===== src/design/cmrc_pkg.sv =====
package cmrc_pkg;

  // Configuration register indexes
  typedef enum logic [2:0] {
    REG_HUMID_LOW     = 3'd0,
    REG_HUMID_NOMINAL = 3'd1,
    REG_HUMID_HIGH    = 3'd2,
    REG_TEMP_LOW      = 3'd3,
    REG_TEMP_NOMINAL  = 3'd4,
    REG_TEMP_HIGH     = 3'd5
  } reg_idx_e;

  // Operating modes
  typedef enum logic [2:0] {
    MODE_IDLE        = 3'd0,
    MODE_DAY_DRY     = 3'd1,
    MODE_DAY_HUMID   = 3'd2,
    MODE_DAY_HOT     = 3'd3,
    MODE_DAY_COLD    = 3'd4,
    MODE_NIGHT_DRY   = 3'd5,
    MODE_NIGHT_HUMID = 3'd6,
    MODE_NIGHT_COLD  = 3'd7
  } mode_e;

  // Reset values of the thresholds
  localparam logic [6:0]        HumidLowRst     = 7'd40;
  localparam logic [6:0]        HumidNominalRst = 7'd55;
  localparam logic [6:0]        HumidHighRst    = 7'd70;
  localparam logic signed [7:0] TempLowRst      = 8'sd20;
  localparam logic signed [7:0] TempNominalRst  = 8'sd24;
  localparam logic signed [7:0] TempHighRst     = 8'sd28;

  // One reading
  typedef struct packed {
    logic              is_night;
    logic [6:0]        humidity;
    logic signed [7:0] temperature;
  } in_t;

  // One result
  typedef struct packed {
    logic [2:0] reported_mode;
    logic [2:0] next_mode;
    logic       light_on;
    logic       fan_on;
    logic       humidifier_on;
    logic       heater_on;
  } out_t;

  // Relay bank, light in the low bit
  typedef struct packed {
    logic heater;
    logic humidifier;
    logic fan;
    logic light;
  } relay_t;

  // Threshold set
  typedef struct packed {
    logic [6:0]        humid_low;
    logic [6:0]        humid_nominal;
    logic [6:0]        humid_high;
    logic signed [7:0] temp_low;
    logic signed [7:0] temp_nominal;
    logic signed [7:0] temp_high;
  } cfg_t;

endpackage


===== src/design/cmrc_step.sv =====
// Mode and relay update for one reading.
module cmrc_step
  import cmrc_pkg::*;
(
  input  cfg_t   cfg_i,
  input  in_t    item_i,
  input  mode_e  mode_i,
  input  relay_t relay_i,
  output mode_e  mode_o,
  output relay_t relay_o
);

  logic h_lt_low, h_lt_nom, h_gt_nom, h_gt_high;
  logic t_lt_low, t_lt_nom, t_gt_nom, t_gt_high;

  // Threshold compares: humidity unsigned, temperature signed
  assign h_lt_low  = item_i.humidity < cfg_i.humid_low;
  assign h_lt_nom  = item_i.humidity < cfg_i.humid_nominal;
  assign h_gt_nom  = item_i.humidity > cfg_i.humid_nominal;
  assign h_gt_high = item_i.humidity > cfg_i.humid_high;
  assign t_lt_low  = $signed(item_i.temperature) < $signed(cfg_i.temp_low);
  assign t_lt_nom  = $signed(item_i.temperature) < $signed(cfg_i.temp_nominal);
  assign t_gt_nom  = $signed(item_i.temperature) > $signed(cfg_i.temp_nominal);
  assign t_gt_high = $signed(item_i.temperature) > $signed(cfg_i.temp_high);

  // Rule table; light follows day/night, other relays hold where no rule fires
  always_comb begin
    mode_o        = mode_i;
    relay_o       = relay_i;
    relay_o.light = ~item_i.is_night;
    if (item_i.is_night) begin
      case (mode_i)
        MODE_IDLE: begin
          if (h_lt_low) begin
            relay_o.fan = 1'b0; relay_o.humidifier = 1'b1; relay_o.heater = 1'b0;
            mode_o = MODE_NIGHT_DRY;
          end else if (h_gt_high) begin
            relay_o.fan = 1'b1; relay_o.humidifier = 1'b0; relay_o.heater = 1'b1;
            mode_o = MODE_NIGHT_HUMID;
          end else if (t_lt_nom) begin
            relay_o.fan = 1'b0; relay_o.humidifier = 1'b0; relay_o.heater = 1'b1;
            mode_o = MODE_NIGHT_COLD;
          end else begin
            relay_o.fan = 1'b0; relay_o.humidifier = 1'b0; relay_o.heater = 1'b0;
          end
        end
        MODE_NIGHT_DRY: begin
          if (h_gt_nom) begin
            relay_o.fan = 1'b0; relay_o.humidifier = 1'b0; relay_o.heater = 1'b0;
            mode_o = MODE_IDLE;
          end
        end
        MODE_NIGHT_HUMID: begin
          if (h_lt_nom) begin
            relay_o.fan = 1'b0; relay_o.humidifier = 1'b0; relay_o.heater = 1'b0;
            mode_o = MODE_IDLE;
          end
        end
        MODE_NIGHT_COLD: begin
          if (!t_lt_nom) begin
            relay_o.fan = 1'b0; relay_o.humidifier = 1'b0; relay_o.heater = 1'b0;
            mode_o = MODE_IDLE;
          end
        end
        default: begin
          // day mode seen at night
          relay_o.fan = 1'b0; relay_o.humidifier = 1'b0; relay_o.heater = 1'b0;
          mode_o = MODE_IDLE;
        end
      endcase
    end else begin
      case (mode_i)
        MODE_IDLE: begin
          if (h_lt_nom) begin
            relay_o.fan = 1'b0; relay_o.humidifier = 1'b1; relay_o.heater = 1'b0;
            mode_o = MODE_DAY_DRY;
          end else if (h_gt_high) begin
            relay_o.fan = 1'b1; relay_o.humidifier = 1'b0; relay_o.heater = 1'b1;
            mode_o = MODE_DAY_HUMID;
          end else if (t_gt_high) begin
            relay_o.fan = 1'b1; relay_o.humidifier = 1'b1; relay_o.heater = 1'b0;
            mode_o = MODE_DAY_HOT;
          end else if (t_lt_low) begin
            relay_o.fan = 1'b0; relay_o.humidifier = 1'b1; relay_o.heater = 1'b1;
            mode_o = MODE_DAY_COLD;
          end else begin
            relay_o.fan = 1'b1; relay_o.humidifier = 1'b1; relay_o.heater = 1'b1;
          end
        end
        MODE_DAY_DRY: begin
          if (t_gt_nom) begin
            relay_o.fan = 1'b0; relay_o.humidifier = 1'b1; relay_o.heater = 1'b0;
          end else if (t_lt_nom) begin
            relay_o.fan = 1'b0; relay_o.humidifier = 1'b1; relay_o.heater = 1'b1;
          end
          if (!h_lt_nom) begin
            relay_o.fan = 1'b1; relay_o.humidifier = 1'b1; relay_o.heater = 1'b1;
            mode_o = MODE_IDLE;
          end
        end
        MODE_DAY_HUMID: begin
          if (h_lt_nom) begin
            relay_o.fan = 1'b1; relay_o.humidifier = 1'b1; relay_o.heater = 1'b1;
            mode_o = MODE_IDLE;
          end
        end
        MODE_DAY_HOT: begin
          if (t_lt_nom) begin
            relay_o.fan = 1'b1; relay_o.humidifier = 1'b1; relay_o.heater = 1'b1;
            mode_o = MODE_DAY_DRY;
          end
        end
        MODE_DAY_COLD: begin
          if (t_gt_nom) begin
            relay_o.fan = 1'b1; relay_o.humidifier = 1'b1; relay_o.heater = 1'b1;
            mode_o = MODE_IDLE;
          end
        end
        default: begin
          // night mode seen by day
          relay_o.fan = 1'b1; relay_o.humidifier = 1'b1; relay_o.heater = 1'b1;
          mode_o = MODE_IDLE;
        end
      endcase
    end
  end

endmodule


===== src/design/climate_mode_relay_controller_top.sv =====
// Climate mode relay controller. Each input transaction is one reading
// (day/night flag, humidity, temperature); each produces exactly one result
// transaction with the mode before the reading, the mode after it and the four
// relay states. One reading is accepted per clock cycle unless the input is
// stalled. A reading passes from the input register to the result register,
// from which its result is offered. A stalled result holds the reading
// behind it, so the input stalls only while both registers are full. The
// mode and relay registers are updated in the result stage, so each reading
// sees the state left by the one before it. Thresholds reset to 40/55/70 %RH
// and 20/24/28 C, are written through the configuration port (always ready),
// and must only be changed while no reading is in flight.
module climate_mode_relay_controller_top
  import cmrc_pkg::*;
(
  input  logic       clk_i,
  input  logic       rst_ni,
  // reading channel
  input  logic       in_valid_i,
  output logic       in_stall_o,
  input  in_t        in_data_i,
  // result channel
  output logic       out_valid_o,
  input  logic       out_stall_i,
  output out_t       out_data_o,
  // configuration write channel
  input  logic       cfg_valid_i,
  output logic       cfg_ready_o,
  input  logic [2:0] cfg_index_i,
  input  logic [7:0] cfg_data_i
);

  cfg_t   cfg_q;
  in_t    in_q;
  logic   in_valid_q;
  out_t   out_q;
  logic   out_valid_q;
  mode_e  mode_q, mode_d;
  relay_t relay_q, relay_d;
  logic   advance;

  assign cfg_ready_o = 1'b1;

  // Threshold registers
  always_ff @(posedge clk_i or negedge rst_ni) begin
    if (!rst_ni) begin
      cfg_q.humid_low     <= HumidLowRst;
      cfg_q.humid_nominal <= HumidNominalRst;
      cfg_q.humid_high    <= HumidHighRst;
      cfg_q.temp_low      <= TempLowRst;
      cfg_q.temp_nominal  <= TempNominalRst;
      cfg_q.temp_high     <= TempHighRst;
    end else if (cfg_valid_i && cfg_ready_o) begin
      case (cfg_index_i)
        REG_HUMID_LOW:     cfg_q.humid_low     <= cfg_data_i[6:0];
        REG_HUMID_NOMINAL: cfg_q.humid_nominal <= cfg_data_i[6:0];
        REG_HUMID_HIGH:    cfg_q.humid_high    <= cfg_data_i[6:0];
        REG_TEMP_LOW:      cfg_q.temp_low      <= $signed(cfg_data_i);
        REG_TEMP_NOMINAL:  cfg_q.temp_nominal  <= $signed(cfg_data_i);
        REG_TEMP_HIGH:     cfg_q.temp_high     <= $signed(cfg_data_i);
        default: ;
      endcase
    end
  end

  // Result stage moves when the result register is empty or being taken
  assign advance    = !out_valid_q || !out_stall_i;
  assign in_stall_o = in_valid_q && !advance;

  // Input register
  always_ff @(posedge clk_i or negedge rst_ni) begin
    if (!rst_ni) begin
      in_valid_q <= 1'b0;
    end else if (!in_stall_o) begin
      in_valid_q <= in_valid_i;
    end
  end

  always_ff @(posedge clk_i) begin
    if (!in_stall_o && in_valid_i) begin
      in_q <= in_data_i;
    end
  end

  cmrc_step u_step (
    .cfg_i   (cfg_q),
    .item_i  (in_q),
    .mode_i  (mode_q),
    .relay_i (relay_q),
    .mode_o  (mode_d),
    .relay_o (relay_d)
  );

  // State and result valid
  always_ff @(posedge clk_i or negedge rst_ni) begin
    if (!rst_ni) begin
      mode_q      <= MODE_IDLE;
      relay_q     <= '0;
      out_valid_q <= 1'b0;
    end else if (advance) begin
      out_valid_q <= in_valid_q;
      if (in_valid_q) begin
        mode_q  <= mode_d;
        relay_q <= relay_d;
      end
    end
  end

  // Result payload
  always_ff @(posedge clk_i) begin
    if (advance && in_valid_q) begin
      out_q.reported_mode <= mode_q;
      out_q.next_mode     <= mode_d;
      out_q.light_on      <= relay_d.light;
      out_q.fan_on        <= relay_d.fan;
      out_q.humidifier_on <= relay_d.humidifier;
      out_q.heater_on     <= relay_d.heater;
    end
  end

  assign out_valid_o = out_valid_q;
  assign out_data_o  = out_q;

endmodule


===== config.mk =====
export PLATFORM = sky130hd
export DESIGN_NAME = climate_mode_relay_controller_top
export DESIGN_NICKNAME = d
export VERILOG_FILES = /design/src/design/cmrc_pkg.sv /design/src/design/cmrc_step.sv /design/src/design/climate_mode_relay_controller_top.sv
export SDC_FILE = /design/constraint.sdc
export NUM_CORES = 1
export LEC_CHECK = 0
export ABC_AREA = 1
export BUFFER_PORTS_ARGS = -buffer_cell sky130_fd_sc_hd__buf_2
export CAP_MARGIN = 10
export CORE_ASPECT_RATIO = 2
export CORE_UTILIZATION = 45
export CTS_BUF_LIST = sky130_fd_sc_hd__clkbuf_2 sky130_fd_sc_hd__clkbuf_4 sky130_fd_sc_hd__clkbuf_8
export CTS_CLUSTER_DIAMETER = 120
export DETAILED_ROUTE_END_ITERATION = 16
export GPL_TIMING_DRIVEN = 0
export SYNTH_ARGS = -nofsm -noshare
export SYNTH_HDL_FRONTEND = slang
export SYNTH_SLANG_ARGS = --single-unit
export TNS_END_PERCENT = 1

===== constraint.sdc =====
create_clock -name clk_i -period 4.8 [get_ports clk_i]
set_input_delay 0.48 -clock clk_i [delete_from_list [all_inputs] [get_ports clk_i]]
set_output_delay 0.48 -clock clk_i [all_outputs]
set_load 0.01 [all_outputs]

Word-level counts from Yosys, hierarchy flattened
Index checks and enable logic that the tools add are counted.
{"block": "totals", "output_inout_bits": 13, "register_bits": 79, "wordCells": 94, "in_bits": 32}
{"block": "classes", "muxes": 35, "n_eq_ne": 12, "n_bitwise": 1, "reduce_logical": 17, "n_lt_le_gt_ge": 8}
{"operator": "$mux 3", "n": 30}
{"operator": "$pmux 3 s5", "n": 2}
{"operator": "$pmux 3 s4", "n": 2}
{"operator": "$eq 3x3->1 const B", "n": 6}
{"operator": "$gt 8x8->1", "n": 2}
{"operator": "$lt 8x8->1", "n": 2}
{"operator": "$gt 7x7->1", "n": 2}
{"operator": "$lt 7x7->1", "n": 2}
{"operator": "$reduce_and 2->1", "n": 7}
{"operator": "$eq 3x2->1 const B", "n": 4}
{"operator": "$eq 3x1->1 const B", "n": 2}
{"operator": "$logic_not 3->1", "n": 2}
{"operator": "$logic_not 1->1", "n": 4}
{"operator": "$logic_and 1x1->1", "n": 3}
{"operator": "$logic_or 1x1->1", "n": 1}
{"operator": "$mux 1", "n": 1}
{"operator": "$not 1->1", "n": 1}

Logic depth before layout (Yosys ltp)
Gate-level depths: netlist of run 1.
{"block": "depth", "word_depth": 7, "ltp_mapped": 20}

Modules after synthesis
From an unflattened synthesis of run 1, not the netlist that was laid out.
{"block": "unflattened", "hier_cells": 584, "hier_area_um2": 4708.3}
{"mod": "climate_mode_relay_controller_top", "n_inst": 1, "seq_area_each_um2": 2153.3, "area_per_inst_um2": 2985.4, "cells_each": 272}
{"mod": "cmrc_step", "n_inst": 1, "seq_area_each_um2": 0.0, "area_per_inst_um2": 1722.9, "cells_each": 312}

Least setup slack after synthesis of run 1
No wires, ideal clock.
{"block": "synth_timing", "path_kind": "register to register", "from": "register cfg_q[11] (netlist name)", "to": "register out_q (netlist bit out_data_o[6]) (data pin)", "path_slack_ps": 2798, "synth_period_minus_slack_ps": 2002, "stages_incl_launch_ff": 15, "path_buffers": 0, "arrival_time_ps": 1742, "setup_ps": 261, "t_required_ps": 4539, "path_cell_list": "dfstp_2 > inv_1 > ha_1 > a21oi_1 > nand2_1 > nand2_2 > nand2_2 > nand2_4 > nand2_4 > nand2_2 > nand2_2 > nor2_4 > nand2_1 > o21ai_1 > nand2_1"}
{"block": "synth_via", "elab_chain_len": 6}
{"item": "start, declared", "line_no": "climate_mode_relay_controller_top.sv:32", "source": "cfg_t cfg_q;"}
{"item": "$lt 8x8->1", "line_no": "cmrc_step.sv:22", "source": "assign t_lt_nom = $signed(item_i.temperature) < $signed(cfg_i.temp_nominal);"}
{"item": "$mux 3", "line_no": "cmrc_step.sv:40", "source": "end else if (t_lt_nom) begin"}
{"item": "$mux 3", "line_no": "cmrc_step.sv:37", "source": "end else if (h_gt_high) begin"}
{"item": "$mux 3", "line_no": "cmrc_step.sv:34", "source": "if (h_lt_low) begin"}
{"item": "$pmux 3 s4", "line_no": "cmrc_step.sv:32", "source": "case (mode_i)"}
{"item": "$mux 3 *", "line_no": "cmrc_step.sv:31", "source": "if (item_i.is_night) begin"}
{"item": "net mode_d[2]", "line_no": "climate_mode_relay_controller_top.sv:37", "source": "mode_e mode_q, mode_d;"}
{"item": "end, declared", "line_no": "climate_mode_relay_controller_top.sv:35", "source": "out_t out_q;"}
Mark *: on every way through the listed nets, which the timed path passes. The rest lies on a longest branch.
A chain may end at the register's enable or synchronous reset.

Worst setup path in the final report of run 1
{"block": "layout_timing", "from": "register cfg_q[36] (netlist name)", "to": "register mode_q[2]"}
{"block": "layout_via", "elab_chain_len": 4}
{"item": "$lt 7x7->1 / $gt 7x7->1 (equally long branches)", "line_no": "cmrc_step.sv:18, cmrc_step.sv:19"}
{"item": "$mux 3, on equally long branches"}
{"item": "$pmux 3 s5 / $pmux 3 s4 (equally long branches)", "line_no": "cmrc_step.sv:72, cmrc_step.sv:32"}
{"item": "$mux 3 *", "line_no": "cmrc_step.sv:31"}
{"item": "net mode_d[2]", "line_no": "climate_mode_relay_controller_top.sv:37"}
{"item": "end signal, assigned", "line_no": "climate_mode_relay_controller_top.sv:102", "source": "mode_q <= mode_d;"}
{"item": "end, declared", "line_no": "climate_mode_relay_controller_top.sv:37"}
Marked as above.

==> impl_metrics.sql, run 1 <==
INSERT INTO impl_metrics (metric_group, metric, value, unit) VALUES
('die', 'floorplan.die.height', '143', 'um'),
('placement', 'portBuffers', '43', ''),
('drt', 'vias_per_cell', '5.04', ''),
('synth', 'post_synth_inst_count', '534', ''),
('drt', 'met1Wirelength', '3.86', 'mm'),
('die', 'die_w', '72.5', 'um'),
('setup_path', 'critical_path.max_fanout', '9', ''),
('drt', 'drt-initial-drc-count', '199', ''),
('placement', 'dp_worst_setup_slack', '2.50', 'ns'),
('setup_path', 'worst_setup_path_end_kind', 'flop', ''),
('clock_tree', 'clkSlewWorstSetupHoldPaths', '0.09', 'ns'),
('drt', 'final_antenna_net_count', '0', ''),
('clock_tree', 'cts.path.max_buffers', '2', ''),
('setup_path', 'critical_path_rt', '5.11', 'ns'),
('clock_tree', 'cts_inserted_buffers', '9', ''),
('drt', 'total_routed_wirelength', '10.4', 'mm'),
('clock_tree', 'cts_htree_levels', '3', ''),
('clock_tree', 'post_cts_buffers', '0', ''),
('grt', 'grt-ovfl-total', '0', ''),
('clock_tree', 'insertion_delay', '0.36', 'ns'),
('setup_path', 'r2r-end', 'mode_q[2]$_DFFE_PN0P_', ''),
('sta', 'final_hold_viol_count', '0', ''),
('placement', 'dpl.hpwl', '8.02', 'mm'),
('setup_path', 'path_class', 'reg2reg', ''),
('clock_tree', 'numClockSinks', '79', ''),
('finish', 'num-fill-cells', '997', ''),
('die', 'die_area', '10400', 'um^2'),
('drt', 'dr_wl_met2', '5.82', 'mm'),
('drt', 'routed_wire_length_per_instance', '14.4', 'um'),
('finish', 'post_route_cells_drive_above_1_share', '0.159', ''),
('synth', 'mean_instance_size_in_the_synthesized_netlist', '8.37', 'um^2'),
('grt', 'global_route_wire_length_before_repair', '17.1', 'mm'),
('setup_path', 'r2r_slack', '2.44', 'ns'),
('sta', 'final_number_of_max_transition_violations', '0', ''),
('finish', 'area_occupied_by_multi_input_gates', '1990', 'um^2'),
('grt', 'antenna_found_initial', '0', ''),
('clock_tree', 'cts-hold-fix-buffers', '0', ''),
('die', 'placementRows', '51', ''),
('finish', 'register_area', '2130', 'um^2'),
('sta', 'slew-limit-headroom', '0.413', ''),
('synth', 'mappedNetlistNets', '609', ''),
('synth', 'synth-seq-cells', '79', ''),
('drt', 'dr.max_layer_used', 'met4', ''),
('pwr', 'leak_pwr', '2.56', 'nW'),
('sta', 'timing.final.setup_violations', '0', ''),
('min_path', 'min_path_type', 'in2async', ''),
('finish', 'area_delta_synth_final', '13.6', '%'),
('drt', 'route.vias.total', '3651', ''),
('synth', 'synth-warning-count', '0', ''),
('die', 'top_level_ports', '45', ''),
('synth', 'post_synth_num_cell_types', '29', ''),
('drt', 'wl_met3', '313', 'um'),
('clock_tree', 'cts_tree', 'yes', ''),
('setup_path', 'setup.worst_path.start_class', 'flop', ''),
('clock_tree', 'cts_root_buffer', 'sky130_fd_sc_hd__clkbuf_8', ''),
('pwr', 'maximum_vdd_drop', '0.223', 'mV'),
('sta', 'worst_pin_slew', '0.880', 'ns'),
('synth', 'seq_area_frac_synth', '0.476', ''),
('setup_path', 'worstPathArrival', '2.67', 'ns'),
('sta', 'tns', '0', 'ns'),
('synth', 'synth_top_area_frac', '0.202', ''),
('placement', 'gp_routability_congestion', '0.916', ''),
('sta', 'fin_ws', '2.44', 'ns'),
('finish', 'diodes', '0', ''),
('die', 'initial_standard_cell_utilization_of_the_core', '0.461', ''),
('synth', 'netlist_area_pre_place', '4470', 'um^2'),
('run', 'maxCapViolCount', '0', ''),
('grt', 'grt_start_max_net_pins', '54', ''),
('status', 'outcome', 'finished, final reports clean', ''),
('pwr', 'power_per_cell_area', '461', 'nW/um^2'),
('grt', 'grt_pass1_vias', '3636', ''),
('grt', 'grt_overall_usage', '0.223', ''),
('sta', 'timing.fmax', '0.424', 'GHz'),
('sta', 'fin_crit', '2.36', 'ns'),
('drt', 'drt-pass1-iter-count', '4', ''),
('setup_path', 'reg2reg_from', 'cfg_q[36]$_DFFE_PN1P_', ''),
('drt', 'post-route-drc-count', '0', ''),
('synth', 'synth_top_area_cell', 'sky130_fd_sc_hd__dfrtp_1', ''),
('setup_path', 'reg2reg_path_depth', '14', ''),
('clock_tree', 'cts_resized', '0', ''),
('die', 'coreArea', '9700', 'um^2'),
('sta', 'rsz0062_at_grt', 'no', ''),
('synth', 'ys_top_cells_by_area', 'sky130_fd_sc_hd__dfrtp_1 (20%), sky130_fd_sc_hd__edfxtp_1 (17%), sky130_fd_sc_hd__nand2_1 (14%)', ''),
('sta', 'timing.final.crit_share', '0.492', ''),
('sta', 'fin_skew', '0.0114', 'ns'),
('finish', 'final_nets', '663', '');
critical path, cell delays in order (launching register included):
cell and delay (ns):
sky130_fd_sc_hd__dfstp_2 0.53, sky130_fd_sc_hd__inv_1 0.05, sky130_fd_sc_hd__ha_1 0.27, sky130_fd_sc_hd__nand2_1 0.06, sky130_fd_sc_hd__nor2_1 0.19, sky130_fd_sc_hd__nand2_1 0.09
sky130_fd_sc_hd__nand2_2 0.18, sky130_fd_sc_hd__inv_1 0.14, sky130_fd_sc_hd__nor2_2 0.18, sky130_fd_sc_hd__inv_1 0.05, sky130_fd_sc_hd__o21ai_0 0.17, sky130_fd_sc_hd__nand2_1 0.10
sky130_fd_sc_hd__nand2_1 0.14, sky130_fd_sc_hd__nand2_1 0.06, sky130_fd_sc_hd__nand2_1 0.07
cell usage after synthesis:
cell                       count
sky130_fd_sc_hd__nand2_1     161
sky130_fd_sc_hd__inv_1        85
sky130_fd_sc_hd__o21ai_0      49
sky130_fd_sc_hd__ha_1         43
sky130_fd_sc_hd__dfrtp_1      36
sky130_fd_sc_hd__edfxtp_1     26
sky130_fd_sc_hd__nor2_1       23
sky130_fd_sc_hd__nand3_1      20
sky130_fd_sc_hd__a21oi_1      19
sky130_fd_sc_hd__dfstp_2      17
sky130_fd_sc_hd__nand4_1       9
sky130_fd_sc_hd__nand2_2       7
sky130_fd_sc_hd__clkbuf_1      6
sky130_fd_sc_hd__a21o_1        5
sky130_fd_sc_hd__o21ai_1       5
sky130_fd_sc_hd__nor2_2        4
sky130_fd_sc_hd__nor3_1        3
sky130_fd_sc_hd__o211ai_1      3
sky130_fd_sc_hd__nand2_4       2
sky130_fd_sc_hd__o21bai_1      2
sky130_fd_sc_hd__a211oi_1      1
sky130_fd_sc_hd__buf_2         1
sky130_fd_sc_hd__buf_4         1
sky130_fd_sc_hd__conb_1        1
sky130_fd_sc_hd__nand3_2       1
sky130_fd_sc_hd__nand3b_1      1
sky130_fd_sc_hd__nor2_4        1
sky130_fd_sc_hd__o21a_1        1
sky130_fd_sc_hd__or2_2         1
power by group:
group          total (mW)  switching [mW]  internal [mW]  leakage, nW
sequential          0.944          0.0781          0.866        0.882
combinational       0.831           0.535          0.297         1.57
clock               0.565           0.267          0.298        0.107
total                2.34           0.880           1.46         2.56
worst max-delay path by stage:
stage	start	end	slack (ns)
after floorplan	cfg_q[11]$_DFFE_PN1P_	out_data_o[6]$_DFFE_PP_	2.80
after CTS	cfg_q[35]$_DFFE_PN1P_	out_data_o[1]$_DFFE_PP_	2.47
after global placement	cfg_q[35]$_DFFE_PN1P_	out_data_o[1]$_DFFE_PP_	2.51
final	cfg_q[36]$_DFFE_PN1P_	mode_q[2]$_DFFE_PN0P_	2.44
after detailed placement	cfg_q[36]$_DFFE_PN1P_	mode_q[2]$_DFFE_PN0P_	2.50
after global routing	cfg_q[35]$_DFFE_PN1P_	relay_q[1]$_DFFE_PN0P_	2.18
per-layer routing:
| layer | track usage | vias up |
|---|---|---|
| met5 | 0 | - |
| met4 | 0.117 | 0 |
| met3 | 0.0402 | 27 |
| met2 | 0.419 | 75 |
| met1 | 0.226 | 1715 |
| li1 | - | 1834 |
cells in the final DEF, fill, tap and decap left out, types with 5 or more instances in the layout:
cell type / synthesis / layout
sky130_fd_sc_hd__nor2_1: 23 / 23
sky130_fd_sc_hd__nand4_1: 9 / 9
sky130_fd_sc_hd__dfstp_2: 17 / 17
sky130_fd_sc_hd__dfrtp_1: 36 / 36
sky130_fd_sc_hd__nand2_2: 7 / 7
sky130_fd_sc_hd__inv_1: 85 / 85
sky130_fd_sc_hd__edfxtp_1: 26 / 26
sky130_fd_sc_hd__a21oi_1: 19 / 19
sky130_fd_sc_hd__o21ai_0: 49 / 49
sky130_fd_sc_hd__nand3_1: 20 / 20
sky130_fd_sc_hd__o21ai_1: 5 / 5
sky130_fd_sc_hd__ha_1: 43 / 43
sky130_fd_sc_hd__a21o_1: 5 / 5
sky130_fd_sc_hd__clkbuf_8: 0 / 9
sky130_fd_sc_hd__clkbuf_1: 6 / 6
sky130_fd_sc_hd__buf_2: 1 / 43
sky130_fd_sc_hd__nand2_1: 161 / 161
cell type report:
type,count,area share
clock inverters,7,0.0200
multi-input cells,362,0.391
flip-flops and latches,79,0.419
plain buffers,8,0.00690
well taps,132,0.0325
inverters,85,0.0629
repair buffers,43,0.0429
clock buffers,9,0.0244
per-stage QoR:
step / hold slack, ns / cell area (um^2) / total power, mW / util / instances
finish: 0.150 / 5080 / 2.34 / 0.523 / 725
global route: 0.217 / 5080 / 2.53 / 0.523 / 725
CTS: 0.262 / 5070 / 2.35 / 0.523 / 725
detailed placement: 0.430 / 4850 / 1.78 / 0.500 / 709
global placement: 0.431 / 4850 / 1.76 / 0.500 / 709
floorplan: 0.184 / 4470 / 1.55 / - / 534
flip-flops by register name, indices dropped and copies added, names as in the netlist:
register     cells
mode_q           3
in_valid_q       1
in_q            16
cfg_q           45
out_valid_o      1
out_data_o      10
relay_q          3
logic make-up (layout without fill, tap and decap cells):
group / after synthesis / in the layout / synth area share
and+or+nand+nor: 233 / 233 / 0.221
buffers and inverters: 93 / 152 / 0.0792
AOI/OAI and AO/OA: 85 / 85 / 0.102
DFF: 79 / 79 / 0.476
adders and majority gates: 43 / 43 / 0.120
other: 1 / 1 / 0.000839
No activity file was read; power rests on OpenSTA's default activity.
==> run 2, diff against run 1 <==
Settings changed: PLACE_DENSITY from default to 0.66.
Clock period 4.8 ns to 1.95 ns, I/O delays scaled along.
==> run 2 against run 1 <==
The run now ends with negative setup slack left. Utilization grew 5.2 points. Die area is the same. Via count grew 4.0%. Non-clock buffer count grew 20. Critical path type unchanged. Final area grew 10%. Routed wire length grew 4.4%. Register-to-register slack lost 2.8 ns. Count of clock-buffer cells in the layout is the same. Final cell count grew 2.9%. Global-route usage shrank 0.062 points. First-iteration DRC count shrank 14%. Maximum frequency grew 4.3%.
==> impl_metrics.sql, run 2 (synthesis results as in run 1) <==
INSERT INTO impl_metrics (metric_group, metric, value, unit) VALUES
('run', 'maxCapViolCount', '0', ''),
('min_path', 'timing.hold.worst_path_depth', '1', ''),
('clock_tree', 'cts_tree', 'yes', ''),
('setup_path', 'path_depth', '13', ''),
('drt', 'post-route-drc-count', '0', ''),
('sta', 'fin_ws', '-0.314', 'ns'),
('clock_tree', 'cts_root_buffer', 'sky130_fd_sc_hd__clkbuf_8', ''),
('drt', 'final_antenna_net_count', '0', ''),
('setup_path', 'r2r_slack', '-0.31', 'ns'),
('pwr', 'leak_pwr', '2.72', 'nW'),
('drt', 'route.vias.total', '3797', ''),
('finish', 'final_common_cell', 'sky130_fd_sc_hd__nand2_1', ''),
('clock_tree', 'clkSlewWorstSetupHoldPaths', '0.09', 'ns'),
('sta', 'fin_hold_ws', '0.0129', 'ns'),
('pwr', 'p_comb_frac', '0.411', ''),
('placement', 'gp_routability_congestion', '0.908', ''),
('finish', 'largest_register_ff_count', '45', ''),
('min_path', 'hold_path.startpoint', 'in_data_i[8]', ''),
('setup_path', 'reg2reg_path_depth', '13', ''),
('finish', 'diodes', '0', ''),
('finish', 'fin_cells', '746', ''),
('grt', 'grt_pass1_vias', '3693', ''),
('status', 'outcome', 'finished with violations', ''),
('setup_path', 'setup.worst_path.start_class', 'flop', ''),
('setup_path', 'reg2reg_from', 'cfg_q[33]$_DFFE_PN1P_', ''),
('finish', 'post_route_cells_drive_above_1_share', '0.252', ''),
('setup_path', 'worstPathArrival', '2.38', 'ns'),
('sta', 'final_hold_viol_count', '0', ''),
('drt', 'drt-initial-drc-count', '172', ''),
('status', 'violated_checks', 'negative setup slack', ''),
('sta', 'worst_pin_slew', '0.814', 'ns'),
('pwr', 'power_per_cell_area', '1100', 'nW/um^2'),
('finish', 'layout_common_cells', 'sky130_fd_sc_hd__nand2_1 (146), sky130_fd_sc_hd__inv_1 (79), sky130_fd_sc_hd__o21ai_0 (46)', ''),
('finish', 'area_delta_synth_final', '25.0', '%'),
('setup_path', 'path_class', 'reg2reg', ''),
('grt', 'antenna_found_initial', '0', ''),
('pwr', 'cellInternalPower', '3.70', 'mW'),
('sta', 'slew-limit-headroom', '0.457', ''),
('sta', 'timing.final.setup_violations', '12', ''),
('pwr', 'sequentialPowerShare', '0.384', ''),
('die', 'floorplan.die.height', '143', 'um'),
('die', 'top_level_ports', '45', ''),
('drt', 'vias_per_cell', '5.09', ''),
('placement', 'dp_worst_setup_slack', '-0.431', 'ns'),
('finish', 'largest_register', 'cfg_q', ''),
('setup_path', 'cpMaxStageDelayCell', 'sky130_fd_sc_hd__dfstp_2', ''),
('grt', 'global_route_wire_length_before_repair', '17.3', 'mm'),
('sta', 'final_number_of_max_transition_violations', '0', ''),
('setup_path', 'critical_path.most_common_cell', 'sky130_fd_sc_hd__nand2_1', ''),
('clock_tree', 'insertion_delay', '0.35', 'ns'),
('setup_path', 'critical_path.max_fanout', '4', ''),
('pwr', 'clockPowerShare', '0.205', ''),
('sta', 'timing.fmax', '0.442', 'GHz'),
('placement', 'placedCellCount', '709', ''),
('finish', 'final_core_utilization', '0.576', ''),
('finish', 'num-fill-cells', '921', ''),
('setup_path', 'critical_path_rt', '2.06', 'ns'),
('setup_path', 'worstPathCellList', 'inv_1 -> ha_4 -> nand2_1 -> o21ai_2 -> nand2_4 -> nand2_4 -> nand2_2 -> a21oi_2 -> nand2_1 -> nor2_1 -> nand3_1 -> nand2_1 -> nand2_2', ''),
('sta', 'fin_crit', '2.26', 'ns'),
('clock_tree', 'cts_htree_levels', '3', ''),
('placement', 'dpl.hpwl', '7.92', 'mm'),
('grt', 'grt_overall_usage', '0.223', ''),
('min_path', 'min_delay_worst_endpoint', 'in_q[8]$_DFFE_PP_', ''),
('min_path', 'min_path_type', 'in2reg', ''),
('pwr', 'maximum_vdd_drop', '0.544', 'mV'),
('sta', 'tns', '-2.92', 'ns'),
('clock_tree', 'cts_inserted_buffers', '9', ''),
('drt', 'routed_wire_length_per_instance', '14.6', 'um'),
('setup_path', 'worst_setup_path_end_kind', 'flop', ''),
('clock_tree', 'cts.path.max_buffers', '2', ''),
('clock_tree', 'numClockSinks', '79', ''),
('pwr', 'p_sw', '2.44', 'mW'),
('sta', 'timing.final.crit_share', '1.16', ''),
('placement', 'post_dp_cell_area', '4850', 'um^2'),
('die', 'die_area', '10400', 'um^2'),
('sta', 'rsz0062_at_grt', 'yes', ''),
('die', 'coreArea', '9700', 'um^2'),
('sta', 'fin_skew', '0.00915', 'ns'),
('finish', 'final_nets', '684', ''),
('placement', 'portBuffers', '43', ''),
('die', 'initial_standard_cell_utilization_of_the_core', '0.461', ''),
('setup_path', 'timing.critical_path.max_delay_family', 'simple AND/OR/NAND/NOR gates', ''),
('grt', 'grt-ovfl-total', '0', ''),
('finish', 'final_cell_area', '5580', 'um^2'),
('setup_path', 'timing.critical_path.buf_inv', '1', ''),
('setup_path', 'r2r-end', 'out_data_o[2]$_DFFE_PP_', ''),
('setup_path', 'slowest_stage_delay_on_critical_path', '0.54', 'ns'),
('drt', 'drt-pass1-iter-count', '5', ''),
('pwr', 'p_sw_frac', '0.398', ''),
('drt', 'total_routed_wirelength', '10.9', 'mm'),
('die', 'placementRows', '51', ''),
('pwr', 'report.power.total', '6.14', 'mW'),
('die', 'die_w', '72.5', 'um'),
('grt', 'grt_start_max_net_pins', '54', '');
-- run 2: cell count changes in the layout (fill, tap and decap cells not counted), moves of 9 or more --
cell | before | now
sky130_fd_sc_hd__dlygate4sd3_1 | 0 | 10
sky130_fd_sc_hd__ha_1 | 43 | 33
sky130_fd_sc_hd__ha_4 | 0 | 9
sky130_fd_sc_hd__nand2_1 | 161 | 146
sky130_fd_sc_hd__nand2_4 | 2 | 11
-- run 2: layout make-up --
class | instances | area, um^2 | area share
clock buffer | 9 | 124 | 0.0222
tap | 132 | 165 | 0.0296
inverter | 85 | 322 | 0.0576
multi-input combinational | 363 | 2320 | 0.416
timing repair buffer | 63 | 404 | 0.0724
clock inverter | 7 | 80.1 | 0.0143
buffer | 8 | 35.0 | 0.00628
sequential | 79 | 2130 | 0.381
-- run 2: per-layer routing --
metal | vias up | wire length, um | GRT usage | part of all wire
li1 | 1881 | - | - | -
met1 | 1799 | 3990 | 0.227 | 0.37
met2 | 84 | 6030 | 0.417 | 0.55
met3 | 33 | 324 | 0.0346 | 0.030
met4 | 0 | 521 | 0.124 | 0.048
met5 | - | 0 | 0 | 0
-- run 2: worst register-to-register path, cell delays in order, from the launching register on --
cell	delay (ns)
sky130_fd_sc_hd__dfstp_2	0.54
sky130_fd_sc_hd__inv_1	0.06
sky130_fd_sc_hd__ha_4	0.28
sky130_fd_sc_hd__nand2_1	0.07
sky130_fd_sc_hd__o21ai_2	0.17
sky130_fd_sc_hd__nand2_4	0.12
sky130_fd_sc_hd__nand2_4	0.12
sky130_fd_sc_hd__nand2_2	0.06
sky130_fd_sc_hd__a21oi_2	0.13
sky130_fd_sc_hd__nand2_1	0.07
sky130_fd_sc_hd__nor2_1	0.11
sky130_fd_sc_hd__nand3_1	0.14
sky130_fd_sc_hd__nand2_1	0.11
sky130_fd_sc_hd__nand2_2	0.06
-- run 2: how the worst max path moves through the flow --
stage,startpoint,end,slack [ns]
final,cfg_q[33]$_DFFE_PN1P_,out_data_o[2]$_DFFE_PP_,-0.31
after global placement,cfg_q[35]$_DFFE_PN1P_,out_data_o[0]$_DFFE_PP_,-0.39
after CTS,cfg_q[35]$_DFFE_PN1P_,out_data_o[0]$_DFFE_PP_,-0.26
after global routing,cfg_q[33]$_DFFE_PN1P_,out_data_o[2]$_DFFE_PP_,-0.40
after floorplan,cfg_q[11]$_DFFE_PN1P_,out_data_o[6]$_DFFE_PP_,-0.05
after detailed placement,cfg_q[35]$_DFFE_PN1P_,out_data_o[0]$_DFFE_PP_,-0.43
-- run 2: power groups by stage --
stage / registers, mW / logic, mW / clock network [mW]
after CTS: 2.35 / 2.29 / 1.29
after detailed placement: 2.38 / 2.07 / 0
final: 2.35 / 2.52 / 1.26
after floorplan: 2.34 / 1.47 / 0
after global placement: 2.36 / 2.01 / 0
after global routing: 2.39 / 2.81 / 1.34
-- run 2: what timing repair did --
item / CTS / global route
pin swaps: 32 / 42
setup buffers: 7 / 3
hold endpoints to repair: 7 / 38
setup endpoints to repair: 12 / 12
gates resized for setup: 39 / 39
hold buffers: 7 / 3
gates cloned: 1 / 0
